--- src/sv/tgn_pkg.sv ---
// Shared types, constants and color helpers for the TGA image normalizer.
package tgn_pkg;

	localparam int PALETTE_ENTRIES = 256;
	localparam int PAL_AW          = $clog2(PALETTE_ENTRIES);
	localparam int HDR_BYTES       = 18;
	localparam int QUEUE_DEPTH     = 4;

	localparam logic [1:0] KIND_HEADER = 2'd0;
	localparam logic [1:0] KIND_PIXEL  = 2'd1;
	localparam logic [1:0] KIND_END    = 2'd2;

	localparam logic [1:0] ST_OK        = 2'd0;
	localparam logic [1:0] ST_REJECTED  = 2'd1;
	localparam logic [1:0] ST_TRUNCATED = 2'd2;

	localparam logic [7:0] TYPE_PAL      = 8'd1;
	localparam logic [7:0] TYPE_TRUE     = 8'd2;
	localparam logic [7:0] TYPE_GREY     = 8'd3;
	localparam logic [7:0] TYPE_RLE_PAL  = 8'd9;
	localparam logic [7:0] TYPE_RLE_TRUE = 8'd10;
	localparam logic [7:0] TYPE_RLE_GREY = 8'd11;

	localparam logic [31:0] OPAQUE_BLACK = 32'hFF00_0000;

	typedef enum logic [2:0] {
		PH_HEAD,
		PH_ID,
		PH_MAP,
		PH_PIX,
		PH_DRAIN
	} phase_t;

	typedef struct packed {
		logic [7:0] data_byte;
		logic       final_byte;
	} in_word_t;

	typedef struct packed {
		logic [1:0]  kind;
		logic [1:0]  status;
		logic [15:0] image_width;
		logic [15:0] image_height;
		logic        has_alpha;
		logic        top_origin;
		logic [7:0]  blue;
		logic [7:0]  green;
		logic [7:0]  red;
		logic [7:0]  alpha;
		logic [7:0]  run_length;
	} res_word_t;

	// What the parser hands to the second stage for one accepted byte.
	typedef struct packed {
		logic      main_v;
		logic      end_v;
		logic      use_pal;
		logic      miss;
		res_word_t main;
		logic [1:0] end_status;
	} s1_info_t;

	typedef struct packed {
		logic                  we;
		logic [PAL_AW-1:0]     waddr;
		logic [31:0]           wdata;
		logic [PAL_AW-1:0]     raddr;
	} pal_port_t;

	// Five-bit channel to eight bits, rounded down as x*255/31.
	function automatic logic [7:0] expand5(input logic [4:0] v);
		logic [7:0] r;
		case (v)
			5'd0:  r = 8'd0;   5'd1:  r = 8'd8;   5'd2:  r = 8'd16;  5'd3:  r = 8'd24;
			5'd4:  r = 8'd32;  5'd5:  r = 8'd41;  5'd6:  r = 8'd49;  5'd7:  r = 8'd57;
			5'd8:  r = 8'd65;  5'd9:  r = 8'd74;  5'd10: r = 8'd82;  5'd11: r = 8'd90;
			5'd12: r = 8'd98;  5'd13: r = 8'd106; 5'd14: r = 8'd115; 5'd15: r = 8'd123;
			5'd16: r = 8'd131; 5'd17: r = 8'd139; 5'd18: r = 8'd148; 5'd19: r = 8'd156;
			5'd20: r = 8'd164; 5'd21: r = 8'd172; 5'd22: r = 8'd180; 5'd23: r = 8'd189;
			5'd24: r = 8'd197; 5'd25: r = 8'd205; 5'd26: r = 8'd213; 5'd27: r = 8'd222;
			5'd28: r = 8'd230; 5'd29: r = 8'd238; 5'd30: r = 8'd246; default: r = 8'd255;
		endcase
		return r;
	endfunction

	// Little-endian color word of 2, 3 or 4 bytes to packed BGRA.
	function automatic logic [31:0] decode_color(input logic [31:0] w, input logic [2:0] nb);
		logic [31:0] r;
		if (nb == 3'd2) begin
			r = {8'hFF, expand5(w[14:10]), expand5(w[9:5]), expand5(w[4:0])};
		end else if (nb == 3'd4) begin
			r = w;
		end else begin
			r = {8'hFF, w[23:0]};
		end
		return r;
	endfunction

endpackage

--- src/sv/tgn_outq.sv ---
// Four-word result queue that takes up to two words per cycle.
module tgn_outq (
	input  logic               clk,
	input  logic               arst_n,
	input  logic               push0_v,
	input  tgn_pkg::res_word_t push0,
	input  logic               push1_v,
	input  tgn_pkg::res_word_t push1,
	input  logic               pop,
	output logic               valid,
	output tgn_pkg::res_word_t head,
	output logic [2:0]         level
);
	import tgn_pkg::*;

	res_word_t  buf_q [QUEUE_DEPTH];
	logic [1:0] wp_q, rp_q;
	logic [2:0] cnt_q;
	logic [1:0] wp1;
	logic [2:0] n_push;

	assign valid  = cnt_q != 3'd0;
	assign head   = buf_q[rp_q];
	assign level  = cnt_q;
	assign wp1    = wp_q + {1'b0, push0_v};
	assign n_push = {2'b00, push0_v} + {2'b00, push1_v};

	// Storage; the second word lands behind the first when both arrive.
	always_ff @(posedge clk) begin
		if (push0_v) begin
			buf_q[wp_q] <= push0;
		end
		if (push1_v) begin
			buf_q[wp1] <= push1;
		end
	end

	// Pointers and fill count.
	always_ff @(posedge clk or negedge arst_n) begin
		if (!arst_n) begin
			wp_q  <= '0;
			rp_q  <= '0;
			cnt_q <= '0;
		end else begin
			wp_q  <= wp_q + n_push[1:0];
			rp_q  <= rp_q + {1'b0, pop};
			cnt_q <= cnt_q + n_push - {2'b00, pop};
		end
	end

endmodule

--- config.mk ---
export PLATFORM = sky130hd
export DESIGN_NAME = tgn_outq
export DESIGN_NICKNAME = d
export VERILOG_FILES = /design/src/sv/tgn_pkg.sv /design/src/sv/tgn_outq.sv
export SDC_FILE = /design/constraint.sdc
export NUM_CORES = 1
export LEC_CHECK = 0
export ABC_AREA = 1
export BUFFER_PORTS_ARGS = -buffer_cell sky130_fd_sc_hd__buf_2
export CORE_UTILIZATION = 54
export DETAILED_ROUTE_END_ITERATION = 10
export PLACE_DENSITY = 0.76
export SYNTH_ARGS = -nofsm -noshare
export SYNTH_HDL_FRONTEND = slang
export SYNTH_SLANG_ARGS = --single-unit
--- constraint.sdc ---
create_clock -name clk -period 12.2 [get_ports clk]
set_input_delay 0.61 -clock clk [delete_from_list [all_inputs] [get_ports clk]]
set_output_delay 0.61 -clock clk [all_outputs]
set_load 0.03 [all_outputs]
==> impl_metrics.csv <==
group,metric,value,unit
placement,port_buffers,242,
layout,design_area,0.01953,sq mm
floorplanning,row_count,64,
synth,synth-warning-count,0,
hold_path,min_from,"pop",
grt,use_met2,48.93,%
layout,drive_above_1_share,15.00,%
synth,synth.area.mux_share,0,%
floorplanning,die-area,0.03246,sq mm
flow_run,cap_viol_max_count,0,
timing,fin_setup_tns,0,ns
placement,hpwl,26.34,mm
drt,avgViaCountPerCell,5.702,
drt,postRouteWirelength,45.61,mm
timing,clock-skew-final,0.01172,ns
hold_path,whs_path_depth,2,
floorplanning,coreArea,0.03091,sq mm
pwr,clockPowerShare,20.7,%
synth,dominant_combinational_cell_family_by_area_after_synthesis,"simple AND/OR/NAND/NOR gates",
pwr,cellPowerDensity,265.0,mW/mm^2
grt,globalRouteTotalUtil,27.94,%
timing,setup_viol,0,
timing,fmax,240.3,MHz
clock_network,root_buffer,"clkbuf_16",
synth,synth_seq_cells,319,
synth,async_reset_ff_share,2.194,%
synth,yosysMostFrequentCell,"nand2_1",
synth,mappedNetlistNets,2177,
timing,drv_slew,0,
outcome,outcome,"complete, no violations",
grt,wire_length_of_the_first_global_routing_pass,72.21,mm
clock_network,clk_pin_slew,0.06,ns
layout,layout.nets,2323,
timing,max-slew-margin-rel,21.27,%
synth,post_synth_and_or_nand_nor_area_fraction,28.84,%
synth,synth-compound-area-share,6.891,%
pwr,power_report.internal_total,2.883,mW
critical_path,r2r_endpoint,"buf_q[2][36]",
grt,grt.busiest_layer,"met2",
synth,synth.area.top_cells,"edfxtp_1 (55%), nand2_1 (19%), nand3_1 (9.2%)",
grt,number_of_global_route_vias_before_repair,13810,
timing,timing.final.crit_share,34.12,%
critical_path,regToRegStartpoint,"wp_q[0]",
clock_network,cts_htree_levels,2,
synth,synthesized_netlist_cell_count,2010,
clock_network,ctsLongestPathBuffers,3,
pwr,p_sw_share,44.31,%
pwr,combinational_group_share_of_total_power,44.8,%
grt,antenna_found_initial,6,
drt,vias,14720,
drt,detailedRoute.firstIterationViolations,1507,
critical_path,timing_worst_setup_path_type,"flop to primary output",
critical_path,worstPathRequired,11.59,ns
floorplanning,die_h,180.2,um
synth,ranking_of_synthesized_cells_by_instance_count,"nand2_1 (876), nand3_1 (315), edfxtp_1 (312)",
hold_path,min-delay-path-class,"input port to flop",
critical_path,arrival,3.55,ns
grt,grt_overflow,0,
critical_path,critPathMaxFanout,102,
synth,yosysTopAreaCellShare,54.66,%
drt,ant_nets,0,
pwr,total_leakage_power,9.119,nW
floorplanning,start_util,55.45,%
synth,synthAdderAreaFrac,0.4818,%
drt,drt-wirelength-per-cell,17.66,um
critical_path,endpoint_kind,"primary output",
drt,drtPass1Iterations,6,
pwr,p_seq_share,34.6,%
grt,use_met3,5.053,%
synth,post_synth_num_cell_types,21,
clock_network,post-cts-setup-buffer-count,0,
timing,min_period,4.162,ns
clock_network,clock_insertion_delay_worst_skew,0.51,ns
clock_network,post_cts_resized,0,
synth,synth_top_flop_cell,"edfxtp_1",
critical_path,ff2ff_setup_slack,8.31,ns
grt,grtUsageMet1,34.69,%
timing,hold_viol_final,0,
grt,grt_max_degree,103,
synth,synth_edf_count,312,
synth,synth_area_per_cell,8.527,sq um
pwr,peakVddDrop,0.0001633,V
synth,synth_sequential_area_ratio,55.68,%
synth,yosys.area_share.xor_xnor,0.2044,%
clock_network,sink_count_of_the_clock_tree,319,
synth,synthDominantAreaCellType,"edfxtp_1",
placement,gp_routability_congestion,0.8220,
layout,layout.core_utilization,63.19,%
floorplanning,io-pin-count,243,
timing,worst_slew_pin_slew,1.181,ns
placement,placement.cell_area,0.01836,sq mm
clock_network,tritoncts_clock_tree,"done",
hold_path,worst_hold_path.endpoint,"rp_q[0]",
drt,drc,0,
critical_path,reg2reg_depth,5,
synth,netlist_area,0.01714,sq mm
critical_path,startpoint_type,"flop",
layout,area_growth_syn_to_layout,13.96,%
timing,rsz0062_at_grt,"no",
floorplanning,die_width,180.2,um
pwr,p_switching,2.294,mW
clock_network,numCtsBuffers,35,
registers in the layout (all words and copies together) (netlist names):
name,count
rp_q,2
buf_q,312
level,3
wp_q,2
layer usage:
layer | vias up | share of wire, %
met2 | 757 | 50
li1 | 7002 | -
met3 | 91 | 9.7
met1 | 6873 | 38
met4 | 0 | 2.6
met5 | - | 0
logic make-up after synthesis:
logic type / count (synthesis)
AOI/OAI and AO/OA: 158
xor gates and xnor gates: 4
adders and majority gates: 6
buffers and inverters: 321
DFF: 319
and+or+nand+nor: 1202
repair_timing:
action | 4_1_cts | 5_1_grt
setup endpoints to repair | 0 | 0
hold buffers | 1 | 0
hold endpoints to repair | 7 | 0
through the flow:
step                hold slack [ns]  worst slack, ns  power [mW]  cells
finish                       0.4041            8.038       5.177   2582
global placement             0.4534            8.131       4.057   2514
detailed placement           0.4583            8.035       4.122   2514
floorplan                    0.3144            5.438       3.504   2010
CTS                          0.4012            8.049       5.185   2576
global route                 0.4057            7.810       5.465   2581
area by class of cell:
class / count / area, sq um
sequential: 319 / 9552
multi-input combinational: 1370 / 6325
antenna: 6 / 15.01
clock buffer: 48 / 987.2
timing repair buffer: 261 / 1356
clock inverter: 13 / 163.9
fill: 2563 / 11380
tap: 396 / 495.5
inverter: 169 / 638.1
how the worst max path moves through the flow:
stage,from,cells past startpoint,to
after CTS,rp_q[0],6,head[65]
after global routing,rp_q[0],6,head[2]
after detailed placement,push0_v,6,buf_q[2][36]
final,rp_q[0],6,head[58]
after floorplan,push0_v,2,buf_q[0][0]
after global placement,push0_v,6,buf_q[2][34]
worst max-delay path, stage by stage, from the launching register on:
cell and delay (ns):
dfrtp_4 0.80, buf_4 0.87, buf_4 0.69, nand2_1 0.14
o211ai_1 0.12, nand2_1 0.12, buf_2 0.20
power by group through the flow:
stage                     registers [mW]  logic [mW]  clock network [mW]
final                               1.79        2.32                1.07
after global routing                1.82        2.53                1.12
after CTS                           1.79        2.32                1.07
after detailed placement            1.81        2.31                   0
after global placement              1.80        2.26                   0
after floorplan                     1.80        1.71                   0
cell usage in the layout, fill, tap and decap left out, drive strengths merged:
cell type	count
inv	168
bufinv	4
nand2	878
o211ai	156
fa	1
diode	6
ha	5
xnor2	1
clkinvlp	1
clkinv	9
nor2	5
edfxtp	312
xor2	3
dfrtp	7
o21ai	2
buf	260
dlygate4sd3	1
clkbuf	48
nand3	319
Power figures use the tool's default switching activity.
