===== src/sv/tgn_pkg.sv =====
// Shared types, constants and color helpers for the TGA image normalizer.
package tgn_pkg;

	localparam int PALETTE_ENTRIES = 256;
	localparam int PAL_AW          = $clog2(PALETTE_ENTRIES);
	localparam int HDR_BYTES       = 18;
	localparam int QUEUE_DEPTH     = 4;

	localparam logic [1:0] KIND_HEADER = 2'd0;
	localparam logic [1:0] KIND_PIXEL  = 2'd1;
	localparam logic [1:0] KIND_END    = 2'd2;

	localparam logic [1:0] ST_OK        = 2'd0;
	localparam logic [1:0] ST_REJECTED  = 2'd1;
	localparam logic [1:0] ST_TRUNCATED = 2'd2;

	localparam logic [7:0] TYPE_PAL      = 8'd1;
	localparam logic [7:0] TYPE_TRUE     = 8'd2;
	localparam logic [7:0] TYPE_GREY     = 8'd3;
	localparam logic [7:0] TYPE_RLE_PAL  = 8'd9;
	localparam logic [7:0] TYPE_RLE_TRUE = 8'd10;
	localparam logic [7:0] TYPE_RLE_GREY = 8'd11;

	localparam logic [31:0] OPAQUE_BLACK = 32'hFF00_0000;

	typedef enum logic [2:0] {
		PH_HEAD,
		PH_ID,
		PH_MAP,
		PH_PIX,
		PH_DRAIN
	} phase_t;

	typedef struct packed {
		logic [7:0] data_byte;
		logic       final_byte;
	} in_word_t;

	typedef struct packed {
		logic [1:0]  kind;
		logic [1:0]  status;
		logic [15:0] image_width;
		logic [15:0] image_height;
		logic        has_alpha;
		logic        top_origin;
		logic [7:0]  blue;
		logic [7:0]  green;
		logic [7:0]  red;
		logic [7:0]  alpha;
		logic [7:0]  run_length;
	} res_word_t;

	// What the parser hands to the second stage for one accepted byte.
	typedef struct packed {
		logic      main_v;
		logic      end_v;
		logic      use_pal;
		logic      miss;
		res_word_t main;
		logic [1:0] end_status;
	} s1_info_t;

	typedef struct packed {
		logic                  we;
		logic [PAL_AW-1:0]     waddr;
		logic [31:0]           wdata;
		logic [PAL_AW-1:0]     raddr;
	} pal_port_t;

	// Five-bit channel to eight bits, rounded down as x*255/31.
	function automatic logic [7:0] expand5(input logic [4:0] v);
		logic [7:0] r;
		case (v)
			5'd0:  r = 8'd0;   5'd1:  r = 8'd8;   5'd2:  r = 8'd16;  5'd3:  r = 8'd24;
			5'd4:  r = 8'd32;  5'd5:  r = 8'd41;  5'd6:  r = 8'd49;  5'd7:  r = 8'd57;
			5'd8:  r = 8'd65;  5'd9:  r = 8'd74;  5'd10: r = 8'd82;  5'd11: r = 8'd90;
			5'd12: r = 8'd98;  5'd13: r = 8'd106; 5'd14: r = 8'd115; 5'd15: r = 8'd123;
			5'd16: r = 8'd131; 5'd17: r = 8'd139; 5'd18: r = 8'd148; 5'd19: r = 8'd156;
			5'd20: r = 8'd164; 5'd21: r = 8'd172; 5'd22: r = 8'd180; 5'd23: r = 8'd189;
			5'd24: r = 8'd197; 5'd25: r = 8'd205; 5'd26: r = 8'd213; 5'd27: r = 8'd222;
			5'd28: r = 8'd230; 5'd29: r = 8'd238; 5'd30: r = 8'd246; default: r = 8'd255;
		endcase
		return r;
	endfunction

	// Little-endian color word of 2, 3 or 4 bytes to packed BGRA.
	function automatic logic [31:0] decode_color(input logic [31:0] w, input logic [2:0] nb);
		logic [31:0] r;
		if (nb == 3'd2) begin
			r = {8'hFF, expand5(w[14:10]), expand5(w[9:5]), expand5(w[4:0])};
		end else if (nb == 3'd4) begin
			r = w;
		end else begin
			r = {8'hFF, w[23:0]};
		end
		return r;
	endfunction

endpackage


===== src/sv/tgn_parser.sv =====
// Byte parser: header, ID skip, color map load and pixel packet decode.
module tgn_parser (
	input  logic              clk,
	input  logic              arst_n,
	input  logic              acc,
	input  tgn_pkg::in_word_t word,
	output tgn_pkg::s1_info_t info,
	output tgn_pkg::pal_port_t pal
);
	import tgn_pkg::*;

	phase_t      phase_q, phase_mid, phase_n;
	logic [4:0]  pos_q, pos_n;
	logic [7:0]  hdr_q [HDR_BYTES-1];
	logic        mp_q, mp_n;
	logic [7:0]  kind_q, kind_n;
	logic [15:0] first_q, first_n, cnt_q, cnt_n;
	logic [2:0]  meb_q, meb_n, pb_q, pb_n;
	logic [17:0] skip_q, skip_n;
	logic [23:0] asm_q, asm_n;
	logic [1:0]  idx_q, idx_n;
	logic [7:0]  pkt_q, pkt_n;
	logic        raw_q, raw_n;
	logic [31:0] pl_q, pl_n;
	logic [1:0]  outc_q, outc_n;
	logic [15:0] map_at_q, map_at_n;
	logic [15:0] w_q, w_n, h_q, h_n;

	logic [7:0]  b;
	logic        fin;
	logic        h_mp, h_dds, h_ok, h_reject;
	logic [7:0]  h_kind, h_bits, h_depth;
	logic [15:0] h_first, h_cnt, h_w, h_h;
	logic [2:0]  h_meb, h_pb;
	logic        sel_hdr, bm_mp;
	logic [15:0] bm_cnt, pix_w, pix_h;
	logic [2:0]  bm_meb;
	logic [31:0] area;
	logic [18:0] map_total;
	logic [31:0] unit_word;
	logic        map_more, pix_more, rle, pkt_hdr;
	logic [7:0]  pal_idx;
	logic [15:0] rel;
	logic        miss;
	logic [7:0]  run_raw, run_clip;
	logic [31:0] true_color, grey_color;

	assign b   = word.data_byte;
	assign fin = word.final_byte;

	// Decode of the header bytes, the current byte being the last one.
	always_comb begin
		h_mp    = hdr_q[1] == 8'd1;
		h_kind  = hdr_q[2];
		h_first = {hdr_q[4], hdr_q[3]};
		h_cnt   = {hdr_q[6], hdr_q[5]};
		h_w     = {hdr_q[13], hdr_q[12]};
		h_h     = {hdr_q[15], hdr_q[14]};
		h_bits  = hdr_q[7];
		h_depth = hdr_q[16];
		h_dds   = hdr_q[0] == 8'h44 && hdr_q[1] == 8'h44 && hdr_q[2] == 8'h53 && hdr_q[3] == 8'h20;
		h_ok    = ((h_kind == TYPE_PAL || h_kind == TYPE_GREY || h_kind == TYPE_RLE_PAL ||
			h_kind == TYPE_RLE_GREY) && h_depth == 8'd8) ||
			(h_kind == TYPE_RLE_TRUE && (h_depth == 8'd16 || h_depth == 8'd24 ||
			h_depth == 8'd32));
		h_reject = h_dds || !h_ok || h_w == 16'd0 || h_h == 16'd0 ||
			(h_mp && h_bits != 8'd16 && h_bits != 8'd24 && h_bits != 8'd32);
		h_meb = h_mp ? h_bits[5:3] : 3'd0;
		h_pb  = (h_kind == TYPE_RLE_TRUE) ? h_depth[5:3] : 3'd1;
	end

	// Shared datapath: entry assembly, map size, pixel count, palette range and runs.
	always_comb begin
		sel_hdr   = phase_q == PH_HEAD;
		bm_mp     = sel_hdr ? h_mp : mp_q;
		bm_cnt    = sel_hdr ? h_cnt : cnt_q;
		bm_meb    = sel_hdr ? h_meb : meb_q;
		pix_w     = sel_hdr ? h_w : w_q;
		pix_h     = sel_hdr ? h_h : h_q;
		area      = pix_w * pix_h;
		map_total = bm_cnt * bm_meb;
		unit_word = {8'h00, asm_q} | ({24'h0, b} << {idx_q, 3'b000});
		map_more  = ({1'b0, idx_q} + 3'd1) < meb_q;
		pix_more  = ({1'b0, idx_q} + 3'd1) < pb_q;
		rle       = kind_q >= TYPE_RLE_PAL;
		pkt_hdr   = rle && pkt_q == 8'd0;
		pal_idx   = unit_word[7:0];
		rel       = {8'h00, pal_idx} - first_q;
		miss      = !mp_q || cnt_q == 16'd0 || {8'h00, pal_idx} < first_q ||
			rel >= cnt_q || rel[15:8] != 8'd0;
		run_raw   = (rle && !raw_q) ? pkt_q : 8'd1;
		run_clip  = ({24'h0, run_raw} > pl_q) ? pl_q[7:0] : run_raw;
		true_color = decode_color(unit_word, pb_q);
		grey_color = {8'hFF, pal_idx, pal_idx, pal_idx};
	end

	// Next state of the parser.
	always_comb begin
		phase_mid = phase_q;
		pos_n = pos_q; mp_n = mp_q; kind_n = kind_q;
		first_n = first_q; cnt_n = cnt_q; meb_n = meb_q; pb_n = pb_q;
		skip_n = skip_q; asm_n = asm_q; idx_n = idx_q; pkt_n = pkt_q; raw_n = raw_q;
		pl_n = pl_q; outc_n = outc_q; map_at_n = map_at_q;
		w_n = w_q; h_n = h_q;
		unique case (phase_q)
			PH_HEAD: begin
				if (pos_q == 5'd17) begin
					mp_n = h_mp; kind_n = h_kind;
					first_n = h_first; cnt_n = h_cnt; w_n = h_w; h_n = h_h;
					if (h_reject) begin
						phase_mid = PH_DRAIN;
						outc_n    = ST_REJECTED;
					end else begin
						meb_n = h_meb; pb_n = h_pb;
						if (hdr_q[0] != 8'd0) begin
							phase_mid = PH_ID;
							skip_n    = {10'd0, hdr_q[0]};
						end else if (bm_mp && bm_cnt != 16'd0) begin
							phase_mid = PH_MAP;
							skip_n = map_total[17:0]; map_at_n = 16'd0;
							asm_n = 24'd0; idx_n = 2'd0;
						end else begin
							phase_mid = PH_PIX;
							pl_n = area; pkt_n = 8'd0; raw_n = 1'b0;
							asm_n = 24'd0; idx_n = 2'd0;
						end
					end
				end else begin
					pos_n = pos_q + 5'd1;
				end
			end
			PH_ID: begin
				skip_n = skip_q - 18'd1;
				if (skip_q == 18'd1) begin
					if (bm_mp && bm_cnt != 16'd0) begin
						phase_mid = PH_MAP;
						skip_n = map_total[17:0]; map_at_n = 16'd0;
						asm_n = 24'd0; idx_n = 2'd0;
					end else begin
						phase_mid = PH_PIX;
						pl_n = area; pkt_n = 8'd0; raw_n = 1'b0;
						asm_n = 24'd0; idx_n = 2'd0;
					end
				end
			end
			PH_MAP: begin
				if (map_more) begin
					asm_n = unit_word[23:0];
					idx_n = idx_q + 2'd1;
				end else begin
					map_at_n = map_at_q + 16'd1;
					asm_n = 24'd0; idx_n = 2'd0;
				end
				skip_n = skip_q - 18'd1;
				if (skip_q == 18'd1) begin
					phase_mid = PH_PIX;
					pl_n = area; pkt_n = 8'd0; raw_n = 1'b0;
					asm_n = 24'd0; idx_n = 2'd0;
				end
			end
			PH_PIX: begin
				if (pkt_hdr) begin
					pkt_n = {1'b0, b[6:0]} + 8'd1;
					raw_n = !b[7];
				end else if (pix_more) begin
					asm_n = unit_word[23:0];
					idx_n = idx_q + 2'd1;
				end else begin
					asm_n = 24'd0; idx_n = 2'd0;
					if (rle) begin
						pkt_n = raw_q ? pkt_q - 8'd1 : 8'd0;
					end
					pl_n = pl_q - {24'h0, run_clip};
					if (pl_n == 32'd0 && (!rle || pkt_n == 8'd0)) begin
						phase_mid = PH_DRAIN;
						outc_n    = ST_OK;
					end
				end
			end
			default: begin
			end
		endcase
		phase_n = phase_mid;
		if (fin) begin
			phase_n = PH_HEAD;
			pos_n   = 5'd0;
			outc_n  = ST_OK;
		end
	end

	// Items and palette port for the accepted byte.
	always_comb begin
		info       = '0;
		pal        = '0;
		pal.raddr  = rel[PAL_AW-1:0];
		pal.waddr  = map_at_q[PAL_AW-1:0];
		pal.wdata  = decode_color(unit_word, meb_q);
		unique case (phase_q)
			PH_HEAD: begin
				if (pos_q == 5'd17 && !h_reject) begin
					info.main_v                 = 1'b1;
					info.main.kind              = KIND_HEADER;
					info.main.image_width       = h_w;
					info.main.image_height      = h_h;
					info.main.has_alpha         = (h_mp && h_bits == 8'd32) || h_depth == 8'd32;
					info.main.top_origin        = b[5];
				end
			end
			PH_MAP: begin
				pal.we = acc && !map_more && map_at_q[15:PAL_AW] == '0;
			end
			PH_PIX: begin
				if (!pkt_hdr && !pix_more && run_clip != 8'd0) begin
					info.main_v          = 1'b1;
					info.main.kind       = KIND_PIXEL;
					info.main.run_length = run_clip;
					info.use_pal         = kind_q == TYPE_PAL || kind_q == TYPE_RLE_PAL;
					info.miss            = miss;
					if (kind_q == TYPE_RLE_TRUE) begin
						{info.main.alpha, info.main.red, info.main.green, info.main.blue} =
							true_color;
					end else begin
						{info.main.alpha, info.main.red, info.main.green, info.main.blue} =
							grey_color;
					end
				end
			end
			default: begin
			end
		endcase
		// The end status follows the phase reached after this byte; a drain that
		// starts on this byte is a rejection from the header or a finished image.
		if (fin) begin
			info.end_v = 1'b1;
			if (phase_mid == PH_HEAD) begin
				info.end_status = ST_REJECTED;
			end else if (phase_mid == PH_DRAIN) begin
				info.end_status = (phase_q == PH_DRAIN) ? outc_q
					: ((phase_q == PH_HEAD) ? ST_REJECTED : ST_OK);
			end else begin
				info.end_status = ST_TRUNCATED;
			end
		end
		info.main_v = info.main_v && acc;
		info.end_v  = info.end_v && acc;
	end

	// Header byte capture.
	always_ff @(posedge clk) begin
		if (acc && phase_q == PH_HEAD && pos_q != 5'd17) begin
			hdr_q[pos_q] <= b;
		end
	end

	// Parser state registers.
	always_ff @(posedge clk or negedge arst_n) begin
		if (!arst_n) begin
			phase_q <= PH_HEAD; pos_q <= '0; mp_q <= '0; kind_q <= '0;
			first_q <= '0; cnt_q <= '0; meb_q <= '0; pb_q <= '0; skip_q <= '0;
			asm_q <= '0; idx_q <= '0; pkt_q <= '0; raw_q <= '0; pl_q <= '0;
			outc_q <= '0; map_at_q <= '0; w_q <= '0; h_q <= '0;
		end else if (acc) begin
			phase_q <= phase_n; pos_q <= pos_n; mp_q <= mp_n;
			kind_q <= kind_n; first_q <= first_n; cnt_q <= cnt_n; meb_q <= meb_n;
			pb_q <= pb_n; skip_q <= skip_n; asm_q <= asm_n; idx_q <= idx_n;
			pkt_q <= pkt_n; raw_q <= raw_n; pl_q <= pl_n; outc_q <= outc_n;
			map_at_q <= map_at_n; w_q <= w_n; h_q <= h_n;
		end
	end

endmodule


===== config.mk =====
export PLATFORM = sky130hd
export DESIGN_NAME = tgn_parser
export DESIGN_NICKNAME = d
export VERILOG_FILES = /design/src/sv/tgn_pkg.sv /design/src/sv/tgn_parser.sv
export SDC_FILE = /design/constraint.sdc
export NUM_CORES = 2
export LEC_CHECK = 0
export CAP_MARGIN = 10
export CORE_MARGIN = 4
export CORE_UTILIZATION = 25
export DETAILED_ROUTE_END_ITERATION = 7
export DONT_BUFFER_PORTS = 1
export GPL_TIMING_DRIVEN = 0
export SETUP_SLACK_MARGIN = 0.02
export SLEW_MARGIN = 25
export SYNTH_ARGS = -nofsm -noshare
export SYNTH_HDL_FRONTEND = slang
export SYNTH_SLANG_ARGS = --single-unit

===== constraint.sdc =====
create_clock -name clk -period 24.9 [get_ports clk]
set_input_delay 1.245 -clock clk [delete_from_list [all_inputs] [get_ports clk]]
set_output_delay 1.245 -clock clk [all_outputs]
set_load 0.05 [all_outputs]

==> flow_summary.json <==
{
  "cts_resized": 0,
  "htreeDepth": 2,
  "worst-path-max-fanout": 10,
  "hp-class": "primary input to asynchronous set/reset pin",
  "yosysSeqAreaShare": 0.2868,
  "first_pass_iters": 6,
  "synth-seq-cells": 293,
  "r2r_start": "phase_q[2]",
  "syn_area_per_cell_sq_um": 8.727,
  "yosys.area.top_type": "dfrtp_1",
  "viasPerCell": 5.091,
  "core_area_sq_um": 108900,
  "num_vias": 23540,
  "synth.distinct_cells": 95,
  "antenna_found_initial": 3,
  "gr-usage-all-layers": 0.1562,
  "synth_top_cell_area_share": 0.1727,
  "cts.sinks": 293,
  "wl_microns": 92700,
  "pre_cts_ws_ps": 14370,
  "final_nets": 3573,
  "dieArea_sq_um": 114900,
  "slew_headroom": 0.2624,
  "cp_num_buf_inv": 10,
  "grt_use_met2": 0.2502,
  "clock.fmax_ghz": 0.09280,
  "worstSetupEndpoint": "pl_q[31]",
  "cp_top_family": "adder cells",
  "post-place-cells": 4557,
  "endpoint_kind": "register",
  "synthCells": 3138,
  "place_hpwl_microns": 71990,
  "rrSetupSlack_ps": 14120,
  "port-buffer-count": 0,
  "root_buffer": "clkbuf_16",
  "fin_ws_ps": 14120,
  "grt_pass1_vias": 22930,
  "ant_nets": 0,
  "stdcell_count": 4624,
  "place_congestion": 0.9257,
  "ir_drop_uv": 100.5,
  "use_met3": 0.04528,
  "wl_per_cell_microns": 20.05,
  "die_h_microns": 339.0,
  "num_rows": 121,
  "rsz0062_at_grt": "false",
  "critPathLaunch": "phase_q[2]",
  "grt_overflow_total": 0,
  "fin_skew_ps": 43.29,
  "place_area_sq_um": 29390,
  "tightest_slew_ps": 1076,
  "power_density_nw_per_um2": 97.35,
  "fin_crit_ps": 10780,
  "cp.required_ps": 25400,
  "grt_pass1_wl_microns": 140900,
  "period_share": 0.4328,
  "drv_slew": 0,
  "cts_tree": "built",
  "synth_area_leaders": "dfrtp_1 17%, fa_1 15%, edfxtp_1 11%",
  "setup_tns_ps": 0,
  "fin_area_sq_um": 30690,
  "die_w_microns": 339.0,
  "syn2layout_area_growth_pct": 12.08,
  "ys_warn_count": 0,
  "async_reset_ff_frac": 0.6451,
  "synth_edf_count": 104,
  "r2r_end": "pl_q[31]",
  "max-clock-path-buffers": 3,
  "ff2ff_path_depth": 32,
  "cap_violations": 0,
  "cp_common_cell": "fa_1",
  "synth_area_sq_um": 27380,
  "postCtsSetupBuffers": 0,
  "arrival_ps": 11280,
  "drive_gt1_frac": 0.08632,
  "ys_top_cells_by_count": "467 x nand2_1, 332 x inv_1, 270 x nor2_1, 211 x fa_1, 189 x dfrtp_1",
  "setup.worst_path.start_class": "register",
  "slowest_stage": "buf_1",
  "ys.flop_type": "dfrtp_1",
  "finalHoldViolations": 0,
  "p_leak_nw": 13.61,
  "io_pins": 145,
  "crit_cells": 32,
  "outcome": "complete, no violations",
  "initial_core_util": 0.2516,
  "cts-hold-fix-buffers": 0,
  "cts_made_buffers": 37,
  "drtIter0Drc": 1925,
  "busiest_layer": "met2",
  "clock_latency_ps": 570,
  "synth_most_common_cell": "nand2_1",
  "post-route-util": 0.2819,
  "grt_use_met1": 0.2075,
  "cts.clk_slew.worst_paths_ps": 60,
  "setup_violations": 0,
  "drc": 0,
  "critical_path_class": "register to register",
  "max_stage_delay_ps": 810,
  "grt_max_degree": 190,
  "fillers": 11490
}
logic make-up (layout without fill, tap and decap cells):
family | Yosys count | in the layout | synth area share
buf+inv | 501 | 570 | 0.07100
flops | 293 | 293 | 0.2868
xor+xnor | 74 | 74 | 0.02367
fa+ha+maj | 380 | 380 | 0.2314
compound gates | 622 | 622 | 0.1435
mux | 129 | 129 | 0.05063
other cells | 1 | 4 | 0.0001369
simple gates | 1138 | 1138 | 0.1930
layout by cell type (no fill, tap or decap), types with 11 or more instances in the layout:
| master | n |
|---|---|
| a211oi_1 | 15 |
| a21o_1 | 33 |
| a21oi_1 | 175 |
| a22oi_1 | 11 |
| a31oi_1 | 25 |
| and2_1 | 41 |
| and3_1 | 50 |
| buf_4 | 12 |
| clkbuf_1 | 146 |
| clkbuf_16 | 40 |
| dfrtp_1 | 189 |
| edfxtp_1 | 104 |
| fa_1 | 211 |
| ha_1 | 168 |
| inv_1 | 332 |
| mux2_2 | 76 |
| mux2i_1 | 46 |
| nand2_1 | 467 |
| nand2b_1 | 18 |
| nand3_1 | 54 |
| nand4_1 | 12 |
| nor2_1 | 264 |
| nor2b_1 | 17 |
| nor3_1 | 50 |
| nor4_1 | 43 |
| o211ai_1 | 17 |
| o21ai_0 | 168 |
| o21bai_1 | 15 |
| o22ai_1 | 17 |
| or2_2 | 50 |
| or4_1 | 15 |
| xnor2_1 | 38 |
| xor2_1 | 32 |
where the power goes:
| part | internal [mW] | switching, mW | leakage, nW |
|---|---|---|---|
| Sequential | 0.581 | 0.0771 | 3.41 |
| Clock | 0.339 | 0.227 | 0.625 |
| Combinational | 0.702 | 1.06 | 9.57 |
per-layer routing:
| layer | vias to the layer above | wire, microns | share of wire |
|---|---|---|---|
| met1 | 11670 | 39270 | 0.42 |
| met2 | 965 | 42210 | 0.46 |
| met5 | - | 0 | 0 |
| met3 | 138 | 8902 | 0.096 |
| met4 | 0 | 2310 | 0.025 |
| li1 | 10770 | - | - |
sequential cells by signal, summed over array words and instances, names as in the netlist:
register and flops:
pkt_q 8, raw_q 1, first_q 16, outc_q 1, skip_q 18, kind_q 8, pos_q 5, pb_q 3
asm_q 24, mp_q 1, meb_q 3, idx_q 2, pl_q 32, cnt_q 16, phase_q 3, w_q 16
hdr_q 104, h_q 16, map_at_q 16
layout make-up:
| class | instances | area [sq um] | area share |
|---|---|---|---|
| Tap cell | 1414 | 1769 | 0.05765 |
| Clock inverter | 15 | 195.2 | 0.006360 |
| Timing Repair Buffer | 3 | 23.77 | 0.0007746 |
| Inverter | 337 | 1265 | 0.04122 |
| Sequential cell | 293 | 7853 | 0.2559 |
| Antenna cell | 1 | 2.502 | 0.00008154 |
| Buffer | 164 | 680.7 | 0.02218 |
| Clock buffer | 51 | 1082 | 0.03526 |
| Multi-Input combinational cell | 2346 | 17820 | 0.5806 |
how the worst min path moves through the flow:
stage | end | slack [ps] | depth (start not counted)
final | first_q[8] | 420 | 0
after global routing | first_q[8] | 380 | 0
after CTS | raw_q | 370 | 0
after detailed placement | first_q[15] | 470 | 1
after global placement | first_q[6] | 460 | 1
after floorplan | asm_q[0] | 450 | 2
stage by stage:
step	hold WS [ps]	power, mW
finish	418.1	2.988
global route	380.7	3.231
CTS	367.0	3.003
detailed placement	466.3	2.415
global placement	458.0	2.389
floorplan	450.6	1.901
worst register-to-register path: cells and delay by family (launching register included):
family	cells	cell delay, ps
AOI/OAI and AO/OA	8	2140
adders and majority gates	7	3410
buffers and inverters	10	3090
DFF	1	360
and+or+nand+nor	7	1720
No activity file was read; power rests on OpenSTA's default activity.
